File: src/rtl/seek_pursue_return_drive_controller_macros.svh
// assertion macros shared by the drive controller rtl
// depends on a clk and an active-low rst_n in the scope of each use
`ifndef SEEK_PURSUE_RETURN_DRIVE_CONTROLLER_MACROS_SVH
`define SEEK_PURSUE_RETURN_DRIVE_CONTROLLER_MACROS_SVH

`ifndef SYNTHESIS
// checked only out of reset
`define SPRDC_ASSERT(name, prop) \
    name: assert property (@(posedge clk) disable iff (!rst_n) (prop)) \
        else $error("%m: check failed");
// checked at every edge, reset included
`define SPRDC_ASSERT_ALWAYS(name, prop) \
    name: assert property (@(posedge clk) (prop)) \
        else $error("%m: check failed");
`else
`define SPRDC_ASSERT(name, prop)
`define SPRDC_ASSERT_ALWAYS(name, prop)
`endif

`endif

File: src/rtl/sprdc_pkg.sv
// types, constants and helpers for the seek / pursue / return drive controller
// used by sprdc_decide and seek_pursue_return_drive_controller
`timescale 1ns / 1ps

package sprdc_pkg;

    localparam int CONFIRM_TICKS = 500;
    localparam int CNT_W         = 10;
    localparam int LINE_WIDTH    = 640;
    localparam int LINE_CENTER   = LINE_WIDTH / 2;
    localparam int STEER_GAIN    = 2;

    // configuration register indexes
    localparam logic [2:0] REG_MAX_RANGE  = 3'd0;
    localparam logic [2:0] REG_CRUISE     = 3'd1;
    localparam logic [2:0] REG_GOAL       = 3'd2;
    localparam logic [2:0] REG_ERR_THR    = 3'd3;
    localparam logic [2:0] REG_MAX_SUM    = 3'd4;
    localparam logic [2:0] REG_KP         = 3'd5;
    localparam logic [2:0] REG_KI         = 3'd6;
    localparam logic [2:0] REG_STEER_DB   = 3'd7;

    typedef enum logic [1:0] {
        PH_TURN     = 2'd0,
        PH_PURSUIT  = 2'd1,
        PH_COMEBACK = 2'd2
    } phase_t;

    typedef enum logic [2:0] {
        ACT_KEEP = 3'd0,
        ACT_STOP = 3'd1,
        ACT_SPIN = 3'd2,
        ACT_FAST = 3'd3,
        ACT_PI   = 3'd4
    } act_t;

    typedef struct packed {
        logic [12:0] max_range_mm;
        logic [13:0] cruise_speed;
        logic [15:0] goal_dist;
        logic [15:0] err_deadband;
        logic [23:0] sum_limit;
        logic [23:0] kp;
        logic [23:0] ki;
        logic [9:0]  steer_deadband;
    } cfg_t;

    typedef struct packed {
        logic        home_reached;
        logic        heading_reached;
        logic        near_reached;
        logic [9:0]  line_position;
        logic [15:0] camera_distance;
        logic [12:0] confirm_range_mm;
        logic [12:0] range_mm;
    } item_t;

    // decision for one item, out of the control stage
    typedef struct packed {
        act_t               act;
        phase_t             phase;
        logic               clear;
        logic               pi_on;
        logic [15:0]        err;
        logic [23:0]        integral;
        logic signed [15:0] steer;
    } dec_t;

    // products stage
    typedef struct packed {
        act_t               act;
        phase_t             phase;
        logic               clear;
        logic signed [15:0] steer;
        logic [39:0]        prod_p;
        logic [47:0]        prod_i;
    } prod_t;

    function automatic logic signed [15:0] sat16(input logic signed [17:0] v);
        logic signed [15:0] r;
        if (v > 18'sd32767)
            r = 16'sh7FFF;
        else if (v < -18'sd32768)
            r = 16'sh8000;
        else
            r = v[15:0];
        return r;
    endfunction

endpackage

File: src/rtl/sprdc_decide.sv
// control stage: phase machine, detection counter and error integral
// depends on sprdc_pkg and the assertion macro header
`timescale 1ns / 1ps
`include "seek_pursue_return_drive_controller_macros.svh"

module sprdc_decide (
    input  logic             clk,
    input  logic             rst_n,
    input  sprdc_pkg::cfg_t  cfg,
    input  sprdc_pkg::item_t item,
    input  logic             fire,
    output sprdc_pkg::dec_t  dec
);
    import sprdc_pkg::*;

    phase_t             mode_reg, mode_next;
    logic [CNT_W-1:0]   count_reg, count_next;
    logic [23:0]        integral_reg, integral_next;

    logic [16:0]        err_full;
    logic               pi_on_w;
    logic [24:0]        int_sum;
    logic [23:0]        int_clamped;
    logic signed [10:0] offset;
    logic signed [10:0] offset_mag;
    logic signed [10:0] offset_eff;
    logic signed [15:0] steer_w;

    // error, clamped integral and steering term
    always_comb
    begin
        err_full    = {1'b0, item.camera_distance} - {1'b0, cfg.goal_dist};
        pi_on_w     = !err_full[16] && (err_full[15:0] >= cfg.err_deadband);
        int_sum     = {1'b0, integral_reg} + {9'b0, err_full[15:0]};
        int_clamped = (int_sum > {1'b0, cfg.sum_limit}) ? cfg.sum_limit
                                                        : int_sum[23:0];
        offset      = $signed({1'b0, item.line_position}) - $signed(11'(LINE_CENTER));
        offset_mag  = offset[10] ? -offset : offset;
        offset_eff  = (offset_mag < $signed({1'b0, cfg.steer_deadband})) ? 11'sd0 : offset;
        steer_w     = 16'(offset_eff) * $signed(16'(STEER_GAIN));
    end

    always_comb
    begin
        mode_next     = mode_reg;
        count_next    = count_reg;
        integral_next = integral_reg;
        dec.act       = ACT_KEEP;
        dec.clear     = 1'b0;
        dec.pi_on     = 1'b0;
        case (mode_reg)
            PH_TURN:
            begin
                if (item.range_mm < cfg.max_range_mm)
                begin
                    if (count_reg >= CNT_W'(CONFIRM_TICKS))
                    begin
                        if (item.confirm_range_mm <= cfg.max_range_mm)
                        begin
                            dec.act   = ACT_STOP;
                            mode_next = PH_PURSUIT;
                        end
                        else
                        begin
                            dec.act = ACT_SPIN;
                        end
                    end
                    else
                    begin
                        count_next = count_reg + CNT_W'(1);
                    end
                end
                else
                begin
                    dec.act = ACT_SPIN;
                end
            end
            PH_PURSUIT:
            begin
                if (item.near_reached)
                begin
                    dec.act   = ACT_STOP;
                    mode_next = PH_COMEBACK;
                end
                else
                begin
                    dec.act = ACT_PI;
                    if (pi_on_w)
                    begin
                        dec.pi_on     = 1'b1;
                        integral_next = int_clamped;
                    end
                end
            end
            PH_COMEBACK:
            begin
                if (item.heading_reached)
                begin
                    if (item.home_reached)
                    begin
                        dec.act   = ACT_STOP;
                        dec.clear = 1'b1;
                        mode_next = PH_TURN;
                    end
                    else
                    begin
                        dec.act = ACT_FAST;
                    end
                end
                else
                begin
                    dec.act = ACT_SPIN;
                end
            end
            default:
            begin
                dec.act   = ACT_STOP;
                mode_next = PH_TURN;
            end
        endcase
        dec.phase    = mode_next;
        dec.err      = err_full[15:0];
        dec.integral = integral_next;
        dec.steer    = steer_w;
    end

    always_ff @(posedge clk or negedge rst_n)
    begin
        if (!rst_n)
        begin
            mode_reg     <= PH_TURN;
            count_reg    <= '0;
            integral_reg <= '0;
        end
        else if (fire)
        begin
            mode_reg     <= mode_next;
            count_reg    <= count_next;
            integral_reg <= integral_next;
        end
    end

    `SPRDC_ASSERT_ALWAYS(a_count_bounded, count_reg <= CNT_W'(CONFIRM_TICKS))
    `SPRDC_ASSERT(a_pursuit_after_count,
        (fire && mode_reg == PH_TURN && mode_next == PH_PURSUIT)
            |-> (count_reg == CNT_W'(CONFIRM_TICKS)))
    `SPRDC_ASSERT(a_integral_clamped,
        (fire && dec.pi_on) |=> (integral_reg <= cfg.sum_limit))

endmodule

File: src/rtl/seek_pursue_return_drive_controller.sv
// seek / pursue / return drive controller, top level
// depends on sprdc_pkg, sprdc_decide and the assertion macro header
`timescale 1ns / 1ps
`include "seek_pursue_return_drive_controller_macros.svh"

// usage
//   s_* carries one control tick per item, m_* returns one wheel command
//   item per tick, in order. the apb port sets the eight tuning registers
//   and the user writes it only while no item is in flight; the block
//   does not enforce this. an item goes through an input register, the
//   control stage (phase, detection counter and integral update), the
//   multiply stage (kp and ki products) and the output register, whose
//   valid drives m_tvalid. one item per cycle is taken in steady state
//   while m_tready is high; the two 24-bit multipliers set the stage depth.
//   reset puts the block in the turn phase with counter, integral and
//   wheel commands at zero and the registers at their default values.
//   when m_tready is low the output register holds its item and the
//   stages behind it keep filling, so up to four items are held before
//   s_tready drops.
module seek_pursue_return_drive_controller (
    input  logic        clk,
    input  logic        rst_n,
    // apb configuration
    input  logic        psel,
    input  logic        penable,
    input  logic        pwrite,
    input  logic [4:0]  paddr,
    input  logic [31:0] pwdata,
    output logic [31:0] prdata,
    output logic        pready,
    // input items
    input  logic        s_tvalid,
    output logic        s_tready,
    // range_mm[12:0], confirm_range_mm[25:13], camera_distance[41:26],
    // line_position[51:42], near_reached[52], heading_reached[53],
    // home_reached[54], zero[55]
    input  logic [55:0] s_tdata,
    // result items
    output logic        m_tvalid,
    input  logic        m_tready,
    // right_wheel[15:0], left_wheel[31:16], phase[33:32], clear_pulse[34],
    // zero[39:35]
    output logic [39:0] m_tdata
);
    import sprdc_pkg::*;

    cfg_t               cfg_reg;
    logic               cfg_wr;

    logic               s0_valid_reg, s1_valid_reg, s2_valid_reg, out_valid_reg;
    item_t              s0_reg;
    dec_t               dec_w;
    dec_t               s1_reg;
    prod_t              s2_reg, s2_next;

    logic               ld0, ld1, ld2, ld3;
    logic               s1_open, s2_open;

    logic signed [15:0] right_cmd_reg, left_cmd_reg, right_next, left_next;
    phase_t             phase_reg;
    logic               clear_reg;

    logic [48:0]        acc;
    logic [15:0]        speed;
    logic signed [17:0] right_raw, left_raw;

    // configuration port
    assign pready = 1'b1;
    assign cfg_wr = psel && penable && pwrite;

    always_ff @(posedge clk or negedge rst_n)
    begin
        if (!rst_n)
        begin
            cfg_reg.max_range_mm   <= 13'd150;
            cfg_reg.cruise_speed   <= 14'd200;
            cfg_reg.goal_dist      <= 16'd2560;
            cfg_reg.err_deadband   <= 16'd26;
            cfg_reg.sum_limit      <= 24'd25600;
            cfg_reg.kp             <= 24'd204800;
            cfg_reg.ki             <= 24'd896;
            cfg_reg.steer_deadband <= 10'd10;
        end
        else if (cfg_wr)
        begin
            case (paddr[4:2])
                REG_MAX_RANGE: cfg_reg.max_range_mm   <= pwdata[12:0];
                REG_CRUISE:    cfg_reg.cruise_speed   <= pwdata[13:0];
                REG_GOAL:      cfg_reg.goal_dist      <= pwdata[15:0];
                REG_ERR_THR:   cfg_reg.err_deadband   <= pwdata[15:0];
                REG_MAX_SUM:   cfg_reg.sum_limit      <= pwdata[23:0];
                REG_KP:        cfg_reg.kp             <= pwdata[23:0];
                REG_KI:        cfg_reg.ki             <= pwdata[23:0];
                REG_STEER_DB:  cfg_reg.steer_deadband <= pwdata[9:0];
                default:       ;
            endcase
        end
    end

    always_comb
    begin
        case (paddr[4:2])
            REG_MAX_RANGE: prdata = {19'b0, cfg_reg.max_range_mm};
            REG_CRUISE:    prdata = {18'b0, cfg_reg.cruise_speed};
            REG_GOAL:      prdata = {16'b0, cfg_reg.goal_dist};
            REG_ERR_THR:   prdata = {16'b0, cfg_reg.err_deadband};
            REG_MAX_SUM:   prdata = {8'b0, cfg_reg.sum_limit};
            REG_KP:        prdata = {8'b0, cfg_reg.kp};
            REG_KI:        prdata = {8'b0, cfg_reg.ki};
            REG_STEER_DB:  prdata = {22'b0, cfg_reg.steer_deadband};
            default:       prdata = '0;
        endcase
    end

    // stage handshakes, each stage moves when the one ahead has room
    assign ld3      = s2_valid_reg && (!out_valid_reg || m_tready);
    assign s2_open  = !s2_valid_reg || ld3;
    assign ld2      = s1_valid_reg && s2_open;
    assign s1_open  = !s1_valid_reg || ld2;
    assign ld1      = s0_valid_reg && s1_open;
    assign s_tready = !s0_valid_reg || ld1;
    assign ld0      = s_tvalid && s_tready;

    sprdc_decide u_decide (
        .clk   (clk),
        .rst_n (rst_n),
        .cfg   (cfg_reg),
        .item  (s0_reg),
        .fire  (ld1),
        .dec   (dec_w)
    );

    // products of the pi regulator
    always_comb
    begin
        s2_next.act    = s1_reg.act;
        s2_next.phase  = s1_reg.phase;
        s2_next.clear  = s1_reg.clear;
        s2_next.steer  = s1_reg.steer;
        s2_next.prod_p = s1_reg.pi_on ? (cfg_reg.kp * s1_reg.err) : 40'd0;
        s2_next.prod_i = s1_reg.pi_on ? (cfg_reg.ki * s1_reg.integral) : 48'd0;
    end

    // speed, steering split and wheel selection
    always_comb
    begin
        acc        = {9'b0, s2_reg.prod_p} + {1'b0, s2_reg.prod_i};
        speed      = (|acc[48:31]) ? 16'h7FFF : {1'b0, acc[30:16]};
        right_raw  = $signed({2'b0, speed}) - 18'(s2_reg.steer);
        left_raw   = $signed({2'b0, speed}) + 18'(s2_reg.steer);
        right_next = right_cmd_reg;
        left_next  = left_cmd_reg;
        case (s2_reg.act)
            ACT_KEEP:
            begin
                right_next = right_cmd_reg;
                left_next  = left_cmd_reg;
            end
            ACT_STOP:
            begin
                right_next = '0;
                left_next  = '0;
            end
            ACT_SPIN:
            begin
                right_next = $signed({2'b0, cfg_reg.cruise_speed});
                left_next  = -$signed({2'b0, cfg_reg.cruise_speed});
            end
            ACT_FAST:
            begin
                right_next = $signed({1'b0, cfg_reg.cruise_speed, 1'b0});
                left_next  = $signed({1'b0, cfg_reg.cruise_speed, 1'b0});
            end
            ACT_PI:
            begin
                right_next = sat16(right_raw);
                left_next  = sat16(left_raw);
            end
            default:
            begin
                right_next = right_cmd_reg;
                left_next  = left_cmd_reg;
            end
        endcase
    end

    always_ff @(posedge clk or negedge rst_n)
    begin
        if (!rst_n)
        begin
            s0_valid_reg  <= 1'b0;
            s1_valid_reg  <= 1'b0;
            s2_valid_reg  <= 1'b0;
            out_valid_reg <= 1'b0;
            right_cmd_reg <= '0;
            left_cmd_reg  <= '0;
            phase_reg     <= PH_TURN;
            clear_reg     <= 1'b0;
        end
        else
        begin
            s0_valid_reg  <= ld0 || (s0_valid_reg && !ld1);
            s1_valid_reg  <= ld1 || (s1_valid_reg && !ld2);
            s2_valid_reg  <= ld2 || (s2_valid_reg && !ld3);
            out_valid_reg <= ld3 || (out_valid_reg && !m_tready);
            // the wheel command registers double as the held speeds
            if (ld3)
            begin
                right_cmd_reg <= right_next;
                left_cmd_reg  <= left_next;
                phase_reg     <= s2_reg.phase;
                clear_reg     <= s2_reg.clear;
            end
        end
    end

    always_ff @(posedge clk)
    begin
        if (ld0)
            s0_reg <= item_t'(s_tdata[54:0]);
        if (ld1)
            s1_reg <= dec_w;
        if (ld2)
            s2_reg <= s2_next;
    end

    assign m_tvalid = out_valid_reg;
    assign m_tdata  = {5'b0, clear_reg, phase_reg, left_cmd_reg, right_cmd_reg};

    `SPRDC_ASSERT(a_clear_stops_in_turn,
        (out_valid_reg && clear_reg)
            |-> (right_cmd_reg == 16'sd0 && left_cmd_reg == 16'sd0 && phase_reg == PH_TURN))
    `SPRDC_ASSERT(a_comeback_wheels,
        (out_valid_reg && phase_reg == PH_COMEBACK)
            |-> (right_cmd_reg == left_cmd_reg || (right_cmd_reg + left_cmd_reg) == 16'sd0))
    `SPRDC_ASSERT(a_stage_holds_on_stall,
        (s2_valid_reg && !ld3) |=> (s2_valid_reg && $stable(s2_reg)))

endmodule
File: config.mk
export PLATFORM = sky130hd
export DESIGN_NAME = seek_pursue_return_drive_controller
export DESIGN_NICKNAME = d
export VERILOG_FILES = /design/src/rtl/sprdc_pkg.sv /design/src/rtl/sprdc_decide.sv /design/src/rtl/seek_pursue_return_drive_controller.sv
export VERILOG_INCLUDE_DIRS = /design/src /design/src/rtl
export SDC_FILE = /design/constraint.sdc
export NUM_CORES = 2
export LEC_CHECK = 0
export CELL_PAD_IN_SITES_DETAIL_PLACEMENT = 1
export CELL_PAD_IN_SITES_GLOBAL_PLACEMENT = 1
export CORE_MARGIN = 1.5
export CORE_UTILIZATION = 32
export DETAILED_ROUTE_END_ITERATION = 10
export DONT_BUFFER_PORTS = 1
export PLACE_DENSITY = 0.65
export SLEW_MARGIN = 30
export SYNTH_ARGS = -nofsm -noshare
export SYNTH_HDL_FRONTEND = slang
export SYNTH_SLANG_ARGS = --single-unit
File: constraint.sdc
create_clock -name clk -period 10.68 [get_ports clk]
set_clock_uncertainty 0.15 [all_clocks]
set_input_delay 0.534 -clock clk [delete_from_list [all_inputs] [get_ports clk]]
set_output_delay 0.534 -clock clk [all_outputs]
set_load 0.005 [all_outputs]
==> metrics list <==
- Min cycle time layout: 8.78 ns
- Number of antenna-violating nets in the routed design: 0
- Launch point of the worst path: s0_reg[26]$_DFFE_PP_
- In this run the register-to-register setup slack is 1.90 ns.
* Total clock sinks: 434
- The number of cells on the worst reg-to-reg path is 28.
- After synthesis, flip-flops and latches occupy 21.7% of the total area.
* Highest net fanout along the worst path: 18
- Data arrival, critical path: 8.96 ns
- Width of the die: 418 um
* Core region area: 0.172 mm2
* Area of the multi-input gates: 0.0386 mm2
* DRC marker count from the first detailed-route iteration: 2,516
- Routed wire length: 177,000 um
- Post-CTS Setup Repair Bufs: 0
- Cell type contributing the most total cell area after synthesis: fa_1
* Area of all sequential standard cells: 0.0120 mm2
- Share of post-route cells with drive strength above 1: 7.00%
- Leading cell types by total area after synthesis: fa_1 (29%), edfxtp_1 (12%), ha_1 (11%), dfrtp_1 (8.7%), inv_1 (6.5%)
* First-pass iteration count of the detailed router: 5
* HPWL after detailed placement: 139,000 um
- Number of instances in the synthesized netlist: 5,820
- Based on the critical path, the design can be clocked at up to 114 MHz.
- Headroom to the max-slew limit came out at 33.2%.
- The floorplan step set the die height to 418 um.
- The Yosys step of the flow raised 0 warnings.
- Area fraction of the dominant cell type after synthesis: 28.7%
- The routed layout has 41.5k vias.
* GR Util All Layers: 20.5%
- After synthesis, the mean cell area works out to 9.48 um2.
- STA classifies the critical path startpoint as a flip-flop.
* Worst stage delay on the critical path: 0.87 ns
* Data required time of the worst path: 10.86 ns
* Cell with the largest stage delay on the worst path: nor4b_2
- For this run, asynchronously set or reset flops after synthesis account for 49.8%.
- The number of gates resized after CTS was 0.
- The startpoint identified for the worst register-to-register timing path is s0_reg[26]$_DFFE_PP_.
- Min-Delay Startpoint: paddr[3]
* Final number of hold-violating endpoints: 0
- The initial utilization of the core area, before any placement, comes to 32.2%.
- Final #Nets: 7,144
- Largest family of logic cells by synthesized area: adder cells
* Average wire length per cell after detail routing: 21.7 um
- Worst slack on hold paths: 0.227 ns
- Simple-gate share of the synthesized area: 14.9%
* Run status: completed
- Summed over all failing endpoints, the final setup total negative slack is 0 ns.
- Number of antenna violations at the first check in global routing: 17
* Mapped cell area: 0.0552 mm2
- The number of slew-limit violations in the final report was 0.
- After synthesis, the most frequently instantiated cells are inv_1 (955), nand2_1 (866), fa_1 (792).
- The later pin in the worst-skew pair is clocked with a latency of 0.65 ns.
- Top-level I/O count: 175
- Commonest register cell after synthesis: edfxtp_1
- After Yosys synthesis, full adders, half adders and majority gates account for 39.3% of the synthesized area.
- Register bit total from synthesis: 434
* Clk pin slew, worst setup/hold paths: 0.06 ns
- Critical path capture point type: flip-flop
* Master cell of the clock root buffer: clkbuf_16
- First-pass GRT wire length: 277,000 um
- Inserted Clock Buffers: 50
- Entering global routing, the biggest net connects 217 pins.
* Count of cell types in the netlist: 93
- Critical Setup Path Class: reg2reg
* Clock tree from TritonCTS: yes
- Max-cap viol count: 0
* RSZ-0062 raised after global routing: no
* Worst-margin pin slew: 1.00 ns
* Average vias per placed instance: 5.10
- Rows: 152
- Vias in the first global route: 46.0k
- The most critical setup path has its endpoint at s1_reg[30]$_DFFE_PP_.
- By instance count, the leading cell after synthesis is inv_1.
* Hold crit path type: in2reg
- Sum of overflow across all layers after global routing: 0
- After Yosys synthesis, XOR and XNOR cells account for 2.36% of the synthesized area.
- Growth of design area from synthesis to finish: 9.85%
* Max H-tree Level: 2
- Setup violations remaining at the end of the flow were counted as 0.
- The die covers 0.175 mm2.
- The clock passes through at most 3 buffers.
- Destination of the worst register-to-register timing path: s1_reg[30]$_DFFE_PP_
- Counting the fill cells in the layout gives 19.8k.
- Measured against the total synthesized area, the mux share comes to 3.81%.
- Number of remaining DRC errors: 0
- Compound-cell area share of the yosys netlist: 9.27%
* Routability-driven placement congestion ratio: 0.894
* Port-buffer cells: 0
- After layout, the worst path uses 82.2% of the clock period.
- Count of flip-flops with a built-in enable after synthesis: 218
- Max FFs per register: 141
[cell type report]
| type | instances | share of cell area, % |
|---|---|---|
| antenna | 9 | 0.0371 |
| sequential | 434 | 19.8 |
| tap | 2310 | 4.77 |
| clock buffer | 64 | 2.30 |
| multi-input combinational | 4154 | 63.6 |
| timing repair buffer | 189 | 2.96 |
| inverter | 956 | 5.92 |
| clock inverter | 30 | 0.652 |
[critical path: cells and delay by family (launching register included)]
kind / cells / cell delay [ns]
and+or+nand+nor: 7 / 1.97
DFF: 1 / 0.42
AOI/OAI and AO/OA: 10 / 2.57
muxes: 2 / 0.66
adders and majority gates: 4 / 1.37
xor gates and xnor gates: 2 / 0.71
buffers and inverters: 3 / 0.55
[per-layer routing]
layer  vias up  part of all wire (%)  track usage [%]
li1      18600                     -                -
met1     21900                    44             27.3
met2       809                    48             35.0
met3       281                   3.6             1.70
met4         2                   3.8             7.11
met5         -                0.0085                0
[kinds of logic after synthesis]
kind of cell	Yosys count
AOI/OAI and AO/OA	789
xor gates and xnor gates	149
adders and majority gates	1260
buffers and inverters	1244
DFF	434
muxes	188
other	2
and+or+nand+nor	1754
[worst min-delay path by stage]
stage,end,slack (ns),cells past startpoint
2_1_floorplan,cfg_reg[0]$_DFFE_PN0P_,0.09,0
3_3_place_gp,cfg_reg[134]$_DFFE_PN0P_,0.11,0
3_5_place_dp,cfg_reg[134]$_DFFE_PN0P_,0.11,0
4_1_cts,cfg_reg[124]$_DFFE_PN0P_,0.15,3
5_1_grt,cfg_reg[124]$_DFFE_PN0P_,0.19,3
6_report,cfg_reg[124]$_DFFE_PN0P_,0.23,3
[layout by cell type, fill, tap and decap left out, drive strengths merged, types with 51 or more instances in the layout]
cell type,count
fa,792
clkbuf,64
dlygate4sd3,82
xor2,53
a21oi,190
nand2,866
xnor2,96
dfrtp,193
inv,959
edfxtp,218
mux2,147
o21ai,199
nor2,212
buf,107
ha,467
a21o,96
nor2b,51
and2,353
nand3,51
[through the flow]
step	setup slack, ns	utilization [%]	cells	instance area (um2)
after floorplan	3.07	-	5832	55200
after global placement	1.84	33.6	7933	57600
after detailed placement	1.87	33.7	7943	57800
after CTS	1.82	35.2	8120	60400
after global routing	1.35	35.3	8146	60600
final	1.90	35.3	8146	60600
[what timing repair did]
item	in CTS	in global routing
hold endpoints to repair	416	0
setup endpoints to repair	0	0
hold buffers	83	0
Power is left out: the tool's default activity adds up to more than one toggle a clock period on the data nets, which glitch-free logic cannot reach.
